===== src/hdl/rgbyuv_pkg.sv =====
// Shared types, codes and constants of the RGB / YUV 4:2:0 color converter.
// Used by every module of the block; depends on nothing else.
package rgbyuv_pkg;

  localparam int CFG_W          = 13;
  localparam int CFG_IDX_W      = 2;
  localparam int BYTE_W         = 8;
  localparam int ADDR_W         = 25;
  localparam int LUMA_W         = 24;
  localparam int DEF_MAX_WIDTH  = 4096;
  localparam int DEF_MAX_HEIGHT = 4096;
  localparam int QUEUE_DEPTH    = 4;

  localparam logic [CFG_W-1:0] RESET_FRAME_WIDTH  = 13'd640;
  localparam logic [CFG_W-1:0] RESET_FRAME_HEIGHT = 13'd480;

  localparam logic MODE_TO_YUV = 1'b0;
  localparam logic MODE_TO_RGB = 1'b1;

  localparam logic LAYOUT_NV21 = 1'b0;
  localparam logic LAYOUT_I420 = 1'b1;

  typedef enum logic [CFG_IDX_W-1:0] {
    REG_FRAME_WIDTH   = 2'd0,
    REG_FRAME_HEIGHT  = 2'd1,
    REG_CHROMA_LAYOUT = 2'd2
  } cfg_reg_e;

  typedef enum logic [1:0] {
    KIND_LUMA = 2'd0,
    KIND_V    = 2'd1,
    KIND_U    = 2'd2,
    KIND_RGB  = 2'd3
  } kind_e;

  typedef enum logic [1:0] {
    ST_LUMA = 2'd0,
    ST_V    = 2'd1,
    ST_U    = 2'd2
  } seq_state_e;

  // One classified input item as it waits in the queue.
  typedef struct packed {
    logic              mode;
    logic              chroma;
    logic [BYTE_W-1:0] c0;
    logic [BYTE_W-1:0] c1;
    logic [BYTE_W-1:0] c2;
  } pix_t;

endpackage


===== src/hdl/rgbyuv_front.sv =====
// Front end: configuration registers, input acceptance, frame position counters
// and chroma classification. Depends on rgbyuv_pkg.
module rgbyuv_front
  import rgbyuv_pkg::*;
#(
  parameter int MAX_WIDTH  = DEF_MAX_WIDTH,
  parameter int MAX_HEIGHT = DEF_MAX_HEIGHT,
  localparam int CW = $clog2(MAX_WIDTH),
  localparam int RW = $clog2(MAX_HEIGHT),
  localparam int WW = $clog2(MAX_WIDTH + 1),
  localparam int HW = $clog2(MAX_HEIGHT + 1)
) (
  input  logic                 clk,
  input  logic                 rst_n,
  input  logic                 cfg_valid,
  output logic                 cfg_ready,
  input  logic [CFG_IDX_W-1:0] cfg_index,
  input  logic [CFG_W-1:0]     cfg_data,
  input  logic                 in_valid,
  output logic                 in_ready,
  input  logic                 in_mode,
  input  logic [BYTE_W-1:0]    in_red_or_luma,
  input  logic [BYTE_W-1:0]    in_green_or_u,
  input  logic [BYTE_W-1:0]    in_blue_or_v,
  input  logic                 q_full,
  output logic                 q_push,
  output pix_t                 q_pix,
  output logic [CW-1:0]        q_col,
  output logic [RW-1:0]        q_row,
  output logic [LUMA_W-1:0]    q_luma,
  output logic [WW-1:0]        w_sat,
  output logic [HW-1:0]        h_sat,
  output logic                 layout
);

  logic [CFG_W-1:0]  width_r, width_nxt;
  logic [CFG_W-1:0]  height_r, height_nxt;
  logic              layout_r, layout_nxt;
  logic [CW-1:0]     col_r, col_nxt;
  logic [RW-1:0]     row_r, row_nxt;
  logic [LUMA_W-1:0] luma_r, luma_nxt;
  logic [CW:0]       col_inc;
  logic [RW:0]       row_inc;
  logic              col_wrap, row_wrap;

  assign cfg_ready = 1'b1;

  always_comb begin
    width_nxt  = width_r;
    height_nxt = height_r;
    layout_nxt = layout_r;
    if (cfg_valid) begin
      case (cfg_reg_e'(cfg_index))
        REG_FRAME_WIDTH:   width_nxt  = cfg_data;
        REG_FRAME_HEIGHT:  height_nxt = cfg_data;
        REG_CHROMA_LAYOUT: layout_nxt = cfg_data[0];
        default: ;
      endcase
    end
  end

  // Sizes outside the supported range are pinned to its ends.
  always_comb begin
    if (32'(width_r) < 32'd2) begin
      w_sat = WW'(2);
    end else if (32'(width_r) > 32'(MAX_WIDTH)) begin
      w_sat = WW'(MAX_WIDTH);
    end else begin
      w_sat = WW'(width_r);
    end
    if (32'(height_r) < 32'd2) begin
      h_sat = HW'(2);
    end else if (32'(height_r) > 32'(MAX_HEIGHT)) begin
      h_sat = HW'(MAX_HEIGHT);
    end else begin
      h_sat = HW'(height_r);
    end
  end

  assign layout   = layout_r;
  assign in_ready = !q_full;
  assign q_push   = in_valid && in_ready;

  assign q_pix.mode   = in_mode;
  assign q_pix.chroma = !row_r[0] && !col_r[0];
  assign q_pix.c0     = in_red_or_luma;
  assign q_pix.c1     = in_green_or_u;
  assign q_pix.c2     = in_blue_or_v;
  assign q_col        = col_r;
  assign q_row        = row_r;
  assign q_luma       = luma_r;

  assign col_inc  = {1'b0, col_r} + 1'b1;
  assign row_inc  = {1'b0, row_r} + 1'b1;
  assign col_wrap = col_inc >= (CW + 1)'(w_sat);
  assign row_wrap = row_inc >= (RW + 1)'(h_sat);

  always_comb begin
    col_nxt  = col_r;
    row_nxt  = row_r;
    luma_nxt = luma_r;
    if (q_push && in_mode == MODE_TO_YUV) begin
      luma_nxt = luma_r + 1'b1;
      if (col_wrap) begin
        col_nxt = '0;
        if (row_wrap) begin
          row_nxt  = '0;
          luma_nxt = '0;
        end else begin
          row_nxt = row_inc[RW-1:0];
        end
      end else begin
        col_nxt = col_inc[CW-1:0];
      end
    end
  end

  always_ff @(posedge clk) begin
    if (!rst_n) begin
      width_r  <= RESET_FRAME_WIDTH;
      height_r <= RESET_FRAME_HEIGHT;
      layout_r <= LAYOUT_NV21;
      col_r    <= '0;
      row_r    <= '0;
      luma_r   <= '0;
    end else begin
      width_r  <= width_nxt;
      height_r <= height_nxt;
      layout_r <= layout_nxt;
      col_r    <= col_nxt;
      row_r    <= row_nxt;
      luma_r   <= luma_nxt;
    end
  end

endmodule


===== src/hdl/rgbyuv_queue.sv =====
// Small register-based FIFO that decouples the front end from the back end.
// Depends on rgbyuv_pkg for the default depth.
module rgbyuv_queue
  import rgbyuv_pkg::*;
#(
  parameter int DATA_W = 8,
  parameter int DEPTH  = QUEUE_DEPTH,
  localparam int PTR_W = $clog2(DEPTH),
  localparam int CNT_W = $clog2(DEPTH + 1)
) (
  input  logic              clk,
  input  logic              rst_n,
  input  logic              push,
  input  logic [DATA_W-1:0] push_data,
  output logic              full,
  input  logic              pop,
  output logic              head_valid,
  output logic [DATA_W-1:0] head_data
);

  logic [DATA_W-1:0] mem_r [DEPTH];
  logic [PTR_W-1:0]  wr_ptr_r, wr_ptr_nxt;
  logic [PTR_W-1:0]  rd_ptr_r, rd_ptr_nxt;
  logic [CNT_W-1:0]  count_r, count_nxt;

  assign full       = count_r == CNT_W'(DEPTH);
  assign head_valid = count_r != '0;
  assign head_data  = mem_r[rd_ptr_r];

  always_comb begin
    wr_ptr_nxt = wr_ptr_r;
    rd_ptr_nxt = rd_ptr_r;
    count_nxt  = count_r;
    if (push) begin
      wr_ptr_nxt = (wr_ptr_r == PTR_W'(DEPTH - 1)) ? '0 : wr_ptr_r + 1'b1;
    end
    if (pop) begin
      rd_ptr_nxt = (rd_ptr_r == PTR_W'(DEPTH - 1)) ? '0 : rd_ptr_r + 1'b1;
    end
    if (push && !pop) begin
      count_nxt = count_r + 1'b1;
    end else if (pop && !push) begin
      count_nxt = count_r - 1'b1;
    end
  end

  always_ff @(posedge clk) begin
    if (push) begin
      mem_r[wr_ptr_r] <= push_data;
    end
  end

  always_ff @(posedge clk) begin
    if (!rst_n) begin
      wr_ptr_r <= '0;
      rd_ptr_r <= '0;
      count_r  <= '0;
    end else begin
      wr_ptr_r <= wr_ptr_nxt;
      rd_ptr_r <= rd_ptr_nxt;
      count_r  <= count_nxt;
    end
  end

endmodule


===== src/hdl/rgbyuv_back.sv =====
// Back end: color arithmetic, plane address products and the result sequencer
// that drives the output register. Depends on rgbyuv_pkg.
module rgbyuv_back
  import rgbyuv_pkg::*;
#(
  parameter int MAX_WIDTH  = DEF_MAX_WIDTH,
  parameter int MAX_HEIGHT = DEF_MAX_HEIGHT,
  localparam int CW = $clog2(MAX_WIDTH),
  localparam int RW = $clog2(MAX_HEIGHT),
  localparam int WW = $clog2(MAX_WIDTH + 1),
  localparam int HW = $clog2(MAX_HEIGHT + 1),
  localparam int PW = WW + HW
) (
  input  logic              clk,
  input  logic              rst_n,
  input  logic              q_valid,
  output logic              q_pop,
  input  pix_t              q_pix,
  input  logic [CW-1:0]     q_col,
  input  logic [RW-1:0]     q_row,
  input  logic [LUMA_W-1:0] q_luma,
  input  logic [WW-1:0]     w_sat,
  input  logic [HW-1:0]     h_sat,
  input  logic              layout,
  output logic              out_valid,
  input  logic              out_ready,
  output logic [1:0]        out_kind,
  output logic [ADDR_W-1:0] out_byte_address,
  output logic [BYTE_W-1:0] out_value_a,
  output logic [BYTE_W-1:0] out_value_b,
  output logic [BYTE_W-1:0] out_value_c,
  output logic              out_last
);

  function automatic logic [BYTE_W-1:0] clamp8(input logic signed [19:0] x);
    logic signed [19:0] sh;
    sh = x >>> 8;
    if (sh < 20'sd0) begin
      return '0;
    end else if (sh > 20'sd255) begin
      return 8'd255;
    end else begin
      return sh[7:0];
    end
  endfunction

  // Operands and sums of the head item.
  logic signed [19:0] ps, qs, ss, cs, us, vs;
  logic signed [19:0] ysum, usum, vsum, rsum, gsum, bsum;
  logic [BYTE_W-1:0]  b0_new, b1_new, b2_new;
  logic [WW-1:0]      wsel;
  logic [PW-1:0]      ysize_new;
  logic [RW+WW-1:0]   rowprod_new;

  // Item held by the sequencer.
  logic              y_vld_r, y_vld_nxt;
  logic              y_mode_r, y_chroma_r, y_layout_r;
  logic [BYTE_W-1:0] y_b0_r, y_b1_r, y_b2_r;
  logic [PW-1:0]     y_ysize_r;
  logic [RW+WW-1:0]  y_rowprod_r;
  logic [CW-1:0]     y_col_r;
  logic [LUMA_W-1:0] y_luma_r;
  seq_state_e        state_r, state_nxt;

  logic [ADDR_W-1:0] ysz, yqtr, rp, col_ext, colh, nv_v, nv_u, idx, i4_u, i4_v;
  logic              issue, load, final_res;
  kind_e             res_kind;
  logic [ADDR_W-1:0] res_addr;
  logic [BYTE_W-1:0] res_a, res_b, res_c;
  logic              res_last;

  logic              out_valid_r, out_valid_nxt;
  kind_e             out_kind_r;
  logic [ADDR_W-1:0] out_addr_r;
  logic [BYTE_W-1:0] out_a_r, out_b_r, out_c_r;
  logic              out_last_r;

  // Color arithmetic. In the forward direction the results always land inside
  // a byte, so only the inverse direction needs clamping.
  always_comb begin
    ps   = {12'b0, q_pix.c0};
    qs   = {12'b0, q_pix.c1};
    ss   = {12'b0, q_pix.c2};
    cs   = ps - 20'sd16;
    us   = qs - 20'sd128;
    vs   = ss - 20'sd128;
    ysum = 20'sd66 * ps + 20'sd129 * qs + 20'sd25 * ss + 20'sd128;
    usum = -20'sd38 * ps - 20'sd74 * qs + 20'sd112 * ss + 20'sd128;
    vsum = 20'sd112 * ps - 20'sd94 * qs - 20'sd18 * ss + 20'sd128;
    rsum = 20'sd298 * cs + 20'sd409 * vs + 20'sd128;
    gsum = 20'sd298 * cs - 20'sd100 * us - 20'sd208 * vs + 20'sd128;
    bsum = 20'sd298 * cs + 20'sd516 * us + 20'sd128;
    if (q_pix.mode == MODE_TO_RGB) begin
      b0_new = clamp8(rsum);
      b1_new = clamp8(gsum);
      b2_new = clamp8(bsum);
    end else begin
      b0_new = ysum[15:8] + 8'd16;
      b1_new = vsum[15:8] + 8'd128;
      b2_new = usum[15:8] + 8'd128;
    end
  end

  // NV21 rows are a full width long; planar chroma rows are half of it.
  assign wsel        = (layout == LAYOUT_I420) ? (w_sat >> 1) : w_sat;
  assign ysize_new   = PW'(w_sat) * PW'(h_sat);
  assign rowprod_new = (RW + WW)'(q_row >> 1) * (RW + WW)'(wsel);

  assign issue = y_vld_r && (!out_valid_r || out_ready);
  assign load  = !y_vld_r || (issue && final_res);
  assign q_pop = q_valid && load;

  always_comb begin
    y_vld_nxt = y_vld_r;
    if (load) begin
      y_vld_nxt = q_valid;
    end
  end

  always_ff @(posedge clk) begin
    if (q_pop) begin
      y_mode_r    <= q_pix.mode;
      y_chroma_r  <= q_pix.chroma;
      y_layout_r  <= layout;
      y_b0_r      <= b0_new;
      y_b1_r      <= b1_new;
      y_b2_r      <= b2_new;
      y_ysize_r   <= ysize_new;
      y_rowprod_r <= rowprod_new;
      y_col_r     <= q_col;
      y_luma_r    <= q_luma;
    end
  end

  // Chroma plane addresses. The quarter plane comes from the unmasked size.
  always_comb begin
    ysz     = ADDR_W'(y_ysize_r);
    yqtr    = ADDR_W'(y_ysize_r >> 2);
    rp      = ADDR_W'(y_rowprod_r);
    col_ext = ADDR_W'(y_col_r);
    colh    = ADDR_W'(y_col_r >> 1);
    nv_v    = ysz + rp + col_ext;
    nv_u    = nv_v + 1'b1;
    idx     = rp + colh;
    i4_u    = ysz + idx;
    i4_v    = ysz + yqtr + idx;
  end

  // Sequencer outputs: the result for the current step of the held item.
  always_comb begin
    res_kind  = KIND_LUMA;
    res_addr  = ADDR_W'(y_luma_r);
    res_a     = y_b0_r;
    res_b     = '0;
    res_c     = '0;
    res_last  = !y_chroma_r;
    final_res = !y_chroma_r;
    if (y_mode_r == MODE_TO_RGB) begin
      res_kind  = KIND_RGB;
      res_addr  = '0;
      res_b     = y_b1_r;
      res_c     = y_b2_r;
      res_last  = 1'b1;
      final_res = 1'b1;
    end else begin
      case (state_r)
        ST_LUMA: ;
        ST_V: begin
          res_kind  = KIND_V;
          res_addr  = (y_layout_r == LAYOUT_I420) ? i4_v : nv_v;
          res_a     = y_b1_r;
          res_last  = 1'b0;
          final_res = 1'b0;
        end
        ST_U: begin
          res_kind  = KIND_U;
          res_addr  = (y_layout_r == LAYOUT_I420) ? i4_u : nv_u;
          res_a     = y_b2_r;
          res_last  = 1'b1;
          final_res = 1'b1;
        end
        default: ;
      endcase
    end
  end

  always_comb begin
    state_nxt = state_r;
    if (issue) begin
      if (final_res) begin
        state_nxt = ST_LUMA;
      end else begin
        case (state_r)
          ST_LUMA: state_nxt = ST_V;
          ST_V:    state_nxt = ST_U;
          default: state_nxt = ST_LUMA;
        endcase
      end
    end
  end

  always_comb begin
    out_valid_nxt = out_valid_r;
    if (issue) begin
      out_valid_nxt = 1'b1;
    end else if (out_ready) begin
      out_valid_nxt = 1'b0;
    end
  end

  always_ff @(posedge clk) begin
    if (issue) begin
      out_kind_r <= res_kind;
      out_addr_r <= res_addr;
      out_a_r    <= res_a;
      out_b_r    <= res_b;
      out_c_r    <= res_c;
      out_last_r <= res_last;
    end
  end

  always_ff @(posedge clk) begin
    if (!rst_n) begin
      y_vld_r     <= 1'b0;
      state_r     <= ST_LUMA;
      out_valid_r <= 1'b0;
    end else begin
      y_vld_r     <= y_vld_nxt;
      state_r     <= state_nxt;
      out_valid_r <= out_valid_nxt;
    end
  end

  assign out_valid        = out_valid_r;
  assign out_kind         = out_kind_r;
  assign out_byte_address = out_addr_r;
  assign out_value_a      = out_a_r;
  assign out_value_b      = out_b_r;
  assign out_value_c      = out_c_r;
  assign out_last         = out_last_r;

endmodule


===== src/hdl/rgb_yuv420_color_converter.sv =====
// Top level of the BT.601 RGB / YUV 4:2:0 (NV21 / I420) color converter.
// Instantiates rgbyuv_front, rgbyuv_queue and rgbyuv_back; depends on rgbyuv_pkg.
//
// Usage: the in_ channel takes one transaction per pixel (mode 0, RGB in raster
// order) or per luma/U/V triple (mode 1). Each mode 0 pixel yields a luma byte
// with its frame address; pixels on an even row and even column then yield the
// V byte and the U byte. A mode 1 triple yields one clamped RGB pixel. The
// out_ channel carries one result per transaction, out_last marking the final
// result of an input transaction.
// Registers must be written by the user over the cfg_ channel (always ready)
// only while the block is idle; the block does not enforce this. Index 0 frame
// width, 1 frame height, 2 chroma layout (0 NV21, 1 I420). An item passes
// through the queue, the sequencer item register and the output register before
// its first result is valid. The back end issues one result per cycle into the
// output register while that register is empty or out_ready is high; an item
// yields one result, or three for a pixel that carries chroma. A four-entry queue
// lets the input keep taking items while results drain or out_ready is low.
// Reset clears the position counters to the frame origin, loads 640 x 480 NV21
// and empties the queue and output register. A stalled receiver holds the
// output; the queue then fills and in_ready falls.
module rgb_yuv420_color_converter
  import rgbyuv_pkg::*;
#(
  parameter int MAX_WIDTH  = DEF_MAX_WIDTH,
  parameter int MAX_HEIGHT = DEF_MAX_HEIGHT
) (
  input  logic                 clk,
  input  logic                 rst_n,
  input  logic                 cfg_valid,
  output logic                 cfg_ready,
  input  logic [CFG_IDX_W-1:0] cfg_index,
  input  logic [CFG_W-1:0]     cfg_data,
  input  logic                 in_valid,
  output logic                 in_ready,
  input  logic                 in_mode,
  input  logic [BYTE_W-1:0]    in_red_or_luma,
  input  logic [BYTE_W-1:0]    in_green_or_u,
  input  logic [BYTE_W-1:0]    in_blue_or_v,
  output logic                 out_valid,
  input  logic                 out_ready,
  output logic [1:0]           out_kind,
  output logic [ADDR_W-1:0]    out_byte_address,
  output logic [BYTE_W-1:0]    out_value_a,
  output logic [BYTE_W-1:0]    out_value_b,
  output logic [BYTE_W-1:0]    out_value_c,
  output logic                 out_last
);

  localparam int CW     = $clog2(MAX_WIDTH);
  localparam int RW     = $clog2(MAX_HEIGHT);
  localparam int WW     = $clog2(MAX_WIDTH + 1);
  localparam int HW     = $clog2(MAX_HEIGHT + 1);
  localparam int DESC_W = $bits(pix_t) + CW + RW + LUMA_W;

  logic              q_full, q_push, q_pop, q_head_valid;
  pix_t              f_pix, b_pix;
  logic [CW-1:0]     f_col, b_col;
  logic [RW-1:0]     f_row, b_row;
  logic [LUMA_W-1:0] f_luma, b_luma;
  logic [DESC_W-1:0] q_in, q_out;
  logic [WW-1:0]     w_sat;
  logic [HW-1:0]     h_sat;
  logic              layout;

  rgbyuv_front #(
    .MAX_WIDTH  (MAX_WIDTH),
    .MAX_HEIGHT (MAX_HEIGHT)
  ) u_front (
    .clk            (clk),
    .rst_n          (rst_n),
    .cfg_valid      (cfg_valid),
    .cfg_ready      (cfg_ready),
    .cfg_index      (cfg_index),
    .cfg_data       (cfg_data),
    .in_valid       (in_valid),
    .in_ready       (in_ready),
    .in_mode        (in_mode),
    .in_red_or_luma (in_red_or_luma),
    .in_green_or_u  (in_green_or_u),
    .in_blue_or_v   (in_blue_or_v),
    .q_full         (q_full),
    .q_push         (q_push),
    .q_pix          (f_pix),
    .q_col          (f_col),
    .q_row          (f_row),
    .q_luma         (f_luma),
    .w_sat          (w_sat),
    .h_sat          (h_sat),
    .layout         (layout)
  );

  assign q_in = {f_pix, f_col, f_row, f_luma};

  rgbyuv_queue #(
    .DATA_W (DESC_W),
    .DEPTH  (QUEUE_DEPTH)
  ) u_queue (
    .clk        (clk),
    .rst_n      (rst_n),
    .push       (q_push),
    .push_data  (q_in),
    .full       (q_full),
    .pop        (q_pop),
    .head_valid (q_head_valid),
    .head_data  (q_out)
  );

  assign {b_pix, b_col, b_row, b_luma} = q_out;

  rgbyuv_back #(
    .MAX_WIDTH  (MAX_WIDTH),
    .MAX_HEIGHT (MAX_HEIGHT)
  ) u_back (
    .clk              (clk),
    .rst_n            (rst_n),
    .q_valid          (q_head_valid),
    .q_pop            (q_pop),
    .q_pix            (b_pix),
    .q_col            (b_col),
    .q_row            (b_row),
    .q_luma           (b_luma),
    .w_sat            (w_sat),
    .h_sat            (h_sat),
    .layout           (layout),
    .out_valid        (out_valid),
    .out_ready        (out_ready),
    .out_kind         (out_kind),
    .out_byte_address (out_byte_address),
    .out_value_a      (out_value_a),
    .out_value_b      (out_value_b),
    .out_value_c      (out_value_c),
    .out_last         (out_last)
  );

endmodule


===== config.mk =====
export PLATFORM = sky130hd
export DESIGN_NAME = rgb_yuv420_color_converter
export DESIGN_NICKNAME = d
export VERILOG_FILES = /design/src/hdl/rgbyuv_pkg.sv /design/src/hdl/rgbyuv_front.sv /design/src/hdl/rgbyuv_queue.sv /design/src/hdl/rgbyuv_back.sv /design/src/hdl/rgb_yuv420_color_converter.sv
export SDC_FILE = /design/constraint.sdc
export NUM_CORES = 2
export LEC_CHECK = 0
export BUFFER_PORTS_ARGS = -buffer_cell sky130_fd_sc_hd__buf_2
export CORE_MARGIN = 4
export CORE_UTILIZATION = 65
export DETAILED_ROUTE_END_ITERATION = 10
export PLACE_DENSITY = 0.85
export REMOVE_ABC_BUFFERS = 1
export SLEW_MARGIN = 10
export SYNTH_ARGS = -nofsm -noshare
export SYNTH_HDL_FRONTEND = slang
export SYNTH_SLANG_ARGS = --single-unit

===== constraint.sdc =====
create_clock -name clk -period 13.7 [get_ports clk]
set_input_delay 1.37 -clock clk [delete_from_list [all_inputs] [get_ports clk]]
set_output_delay 1.37 -clock clk [all_outputs]
set_load 0.02 [all_outputs]

# Yosys cells after proc, flatten, opt, wreduce, memory -nomap -nowiden
# Memories as Yosys holds them, arrays and structs flattened. A register that Yosys moved wholly into a read port is not among the register bits.
# Cells that the tools add are included.
dict set report word_totals {
  register_bits 252
  latchBits 0
  ramBits 296
  romBits 0
  inputBits 45
  out_inout_bits 55
  word_cells 166
  n_memories 1
}
dict set report op_classes {
  addsub 36
  mul 16
  div 0
  n_lt_le_gt_ge 12
  n_eq_ne 7
  n_shift 0
  muxes 38
  bitwise 1
  reduce_logical 27
}
# memory depth width read_ports rd_clocked_by_memory_dff wr line
set mem_list {}
lappend mem_list {u_queue.mem_r 4 74 1 1 1 rgbyuv_queue.sv:21} ;# logic [DATA_W-1:0] mem_r [DEPTH];
# cell n
set ops {}
lappend ops {{8-bit two-way mux} 10}
lappend ops {{25-bit adder} 3}
lappend ops {{13-bit two-way mux} 5}
lappend ops {{20-bit by 9-bit adder with 20-bit output (second input constant)} 3}
lappend ops {{25-bit two-way mux} 2}
lappend ops {{25-bit case mux with 2 select lines} 1}
lappend ops {{16-bit adder} 3}
lappend ops {{16-bit by 9-bit adder with 16-bit output (second input constant)} 3}
lappend ops {{24-bit two-way mux} 2}
lappend ops {{16-bit subtractor} 3}
lappend ops {{6-bit by 8-bit multiplier with 14-bit output (first input constant)} 3}
lappend ops {{20-bit adder} 2}
lappend ops {{20-bit subtractor} 2}
lappend ops {{12-bit by 9-bit > comparator with 1-bit output (second input constant)} 3}
lappend ops {{12-bit by 1-bit less-than comparator with 1-bit output (second input constant)} 3}
lappend ops {{12-bit by 1-bit adder with 13-bit output (second input constant)} 2}
lappend ops {{13-bit >= comparator} 2}
lappend ops {{13-bit > comparator (second input constant)} 2}
lappend ops {{13-bit by 2-bit less-than comparator with 1-bit output (second input constant)} 2}
lappend ops {{13-bit by 13-bit multiplier with 26-bit output} 1}
lappend ops {{25-bit by 1-bit adder with 25-bit output (second input constant)} 1}
lappend ops {{25-bit by 11-bit adder with 25-bit output} 1}
lappend ops {{25-bit by 12-bit adder with 25-bit output} 1}
lappend ops {{25-bit by 24-bit adder with 25-bit output} 1}
lappend ops {{37 further kinds} 76}

# Longest topological paths before layout
dict set report logic_depth {
  ltp_word 9
  depth_mapped 38
  mapped_depth_nobuf 36
}

# Hierarchy
# Synthesis repeated with hierarchy kept, for this count alone.
dict set report hier_totals {
  hier_cells 4974
  area_unflattened_um2 52584.2
}
# module instances cells_each area_per_inst_um2 seq_area_each_um2
set by_module_without_submodules {}
lappend by_module_without_submodules {rgbyuv_back 1 3982 36846.6 5034.8}
lappend by_module_without_submodules {rgbyuv_queue 1 430 11139.4 9068.7}
lappend by_module_without_submodules {rgbyuv_front 1 562 4598.2 1501.4}

# Worst setup path before layout
# Ideal clock, no wire load.
dict set report synth_timing {
  path_type {reg-to-reg}
  startpoint {register (tool-made name)}
  endpoint {register u_back.y_b1_r[6], data pin}
  setup_time_ns 0.271
  arrival_time_ns 8.489
  t_required_ns 13.429
  path_slack_ns 4.940
  stages_incl_launch_ff 34
  path_buffers 4
  synth_period_minus_slack_ns 8.760
  cell_sequence {dfxtp_1 -> buf_2 -> buf_1 -> buf_1 -> buf_1 -> mux4_2 -> inv_1 -> fa_1 -> ha_1 -> ha_1 -> fa_1 -> ha_1 -> inv_1 -> fa_1 -> nor2b_1 -> o21ai_0 -> a21boi_0 -> o21ai_0 -> a21boi_0 -> o21ai_0 -> a21boi_0 -> o21ai_0 -> nand2b_1 -> xor2_1 -> inv_1 -> fa_1 -> inv_1 -> ha_1 -> ha_1 -> o41ai_1 -> mux2i_1 -> nand2_1 -> nor3_1 -> o22ai_1}
}
# element line
set synth_rtl {}
lappend synth_rtl {{to (signal assigned)} rgbyuv_back.sv:126} ;# y_b1_r <= b1_new;
lappend synth_rtl {{to (decl)} rgbyuv_back.sv:58} ;# logic [BYTE_W-1:0] y_b0_r, y_b1_r, y_b2_r;

==> reports/metrics.cfg <==
[yosys]
synth_area_mm2 = 0.05127
synth_edf_count = 457
async_flop_share = 0
yosysSeqAreaShare = 0.3020
ys_ff_latch = 545
yosys_warnings = 0
syn_avg_cell_area_um2 = 10.43
ys.flop_type = edfxtp_1
synth_cells = 4915
yosysUniqueCellTypes = 84

[route]
first_pass_iters = 5
met1_length_um = 52740
drt-total-wl_um = 133000
wire_per_inst_um = 21.92
route.detailed.drc = 0
top_layer = met5
wl_met2_um = 60520
antenna_left = 0
drt-initial-drc-count = 3546
dr_total_vias = 37550
met3_length_um = 14830
viasPerCell = 6.189

[floorplan]
core_area_mm2 = 0.07785
die_h_um = 288.8
die_area_mm2 = 0.08343
fp.dieW_um = 288.8
pin_count = 100
initial_core_util = 0.6586
num_rows = 102

[sta]
hold_ws_ns = 0.4823
min_period_ns = 9.678
slew_headroom = 0.1820
max_slew.worst_pin.slew_ns = 1.225
slew_violations = 0
hold_viol = 0
rsz0062_at_grt = false
finalCritPeriodShare = 0.7064
setup_viol = 0
clock_skew_ns = 0.04219
fmax_mhz = 103.3
final.setup.tns_ns = 0

[hold_path]
hp-class = reg -> reg
hold_start = u_front.width_r[6]
min_to = u_front.width_r[6]
hold_depth = 2

[final_layout]
layout_commonest_cell = ha_1
fin_util = 0.7036
drive_gt1_frac = 0.06965
final_cell_mix = ha_1 (725), inv_1 (709), edfxtp_1 (457)
fin_nets = 6162
syn_to_final_growth_pct = 6.833

[place]
hpwl_um = 100800
gp_congestion = 0.9607
portBuffers = 98

[setup_path]
cp.required_ns = 14.11
crit_fanout = 34
rr_endpoint = u_back.y_b1_r[5]
crit_type = reg -> reg
cpMaxStageDelayCell = mux4_2
cp-end-kind = register
worst_r2r_path_depth = 34
r2r_slack_ns = 4.02
cp_data_arrival_time_ns = 10.09
cp-start-kind = register
cp_common_cell = ha_1
slowest_delay_ns = 0.78

[global_routing]
grt_pass1_vias = 38260
grtUsageTotal = 0.3206
grt_max_degree = 74
grt_pass1_wl_um = 208500
grt_overflow = 0
antenna_found_initial = 9

[clocking]
cts_sinks = 545
postCtsSetupBuffers = 0
root_buffer = clkbuf_16
tritoncts = yes
clockBufferDepth = 3
cts_buffers = 53
clk_pin_slew_ns = 0.09
h-tree-depth = 2
post_cts_resized = 0
clk_latency_ns = 0.64
hold_buffers = 0

[run_status]
outcome = complete, no violations

[run]
maxCapViolations = 0

==> cell type report <==
type | count | area (um^2)
well taps | 1040 | 1301
inverters | 721 | 2709
repair buffers | 130 | 730.7
flip-flops and latches | 545 | 15490
multi-input cells | 3529 | 32630
clock inverters | 37 | 473.0
clock buffers | 63 | 1424
diodes | 3 | 7.507
fillers | 5397 | 23080
==> logic make-up (layout without fill, tap and decap cells) <==
family,after synthesis,count (layout),share of synthesized area
and+or+nand+nor,1207,1207,0.1087
adders and majority gates,1137,1137,0.3378
buffers and inverters,841,951,0.06182
AOI/OAI and AO/OA,749,749,0.09611
DFF,545,545,0.3020
xor gates and xnor gates,335,335,0.05723
muxes,100,100,0.03619
other,1,4,0.00007315
==> critical path, delay by kind of cell (launching register included) <==
kind	cells	cell delay, ns
fa+ha+maj	9	3.02
compound gates	10	2.36
buf+inv	7	1.33
xor+xnor	3	0.84
mux	1	0.78
flops	1	0.64
simple gates	4	0.50
==> per-layer routing <==
metal	GRT usage	vias up
li1	-	16960
met1	0.4372	18300
met2	0.5069	1938
met3	0.08183	347
met4	0.1066	10
met5	0	-
==> worst max path at each step <==
stage | start | endpoint | slack [ns] | cells after the start
floorplan | register | u_back.y_b0_r[7] | 2.24 | 31
global placement | register | u_back.y_b1_r[2] | 4.27 | 33
detailed placement | register | u_back.y_b1_r[5] | 4.06 | 33
CTS | register | u_back.y_b1_r[5] | 4.03 | 33
global route | register | u_back.y_b1_r[5] | 3.11 | 34
finish | register | u_back.y_b1_r[5] | 4.02 | 34
==> stage by stage <==
step,instances,cell area (um^2),worst slack [ns]
after floorplan,4795,50810,2.236
after global placement,5965,52870,4.274
after detailed placement,5965,52870,4.061
after CTS,6065,54760,4.032
after global routing,6066,54770,3.110
final,6068,54770,4.022
==> registers in the layout, summed over array words and instances, names as in the netlist, 3 cells and up, named ones only <==
register and count:
u_back.out_byte_address 25, u_back.out_value_a 8, u_back.out_value_b 8, u_back.out_value_c 8
u_back.rp 24, u_back.y_b0_r 8, u_back.y_b1_r 8, u_back.y_b2_r 8
u_back.y_col_r 12, u_back.y_luma_r 24, u_back.y_ysize_r 26, u_front.height_r 13
u_front.q_col 12, u_front.q_luma 24, u_front.q_row 12, u_front.width_r 13
u_queue.count_r 3, u_queue.mem_r 292
==> Yosys cell counts (9+ instances only) <==
master,n,area [um^2]
a21oi_1,189,945.9
xnor2_1,231,2023
o211ai_1,15,112.6
a221oi_1,10,87.58
clkbuf_1,100,375.4
nand2_1,409,1535
buf_1,12,45.04
edfxtp_1,457,13720
a211oi_1,26,195.2
o21ai_0,128,640.6
a21o_1,71,533.0
nand4_1,18,112.6
nand3_1,81,405.4
o22ai_1,24,150.1
or2_2,16,100.1
o31ai_1,12,90.09
fa_1,412,8248
ha_1,725,9071
o21ai_1,11,55.05
o21a_1,44,330.3
dfxtp_1,88,1762
nor2_1,361,1355
a22oi_1,15,112.6
nor3_1,60,300.3
mux2i_1,20,200.2
and3_1,41,256.5
a31oi_1,16,100.1
mux2_2,12,135.1
xor2_1,104,910.9
o21bai_1,44,330.3
or3_1,23,143.9
nor2b_1,55,344.1
and4_1,9,78.83
nor4_1,9,56.30
a21boi_0,56,420.4
inv_1,711,2669
nand2b_1,35,219.0
and2_1,47,294.0
mux4_2,67,1509
clkinv_1,10,37.54
nand3b_1,15,112.6
Power is left out: the tool's default activity adds up to more than one toggle a clock period on the data nets, which glitch-free logic cannot reach.
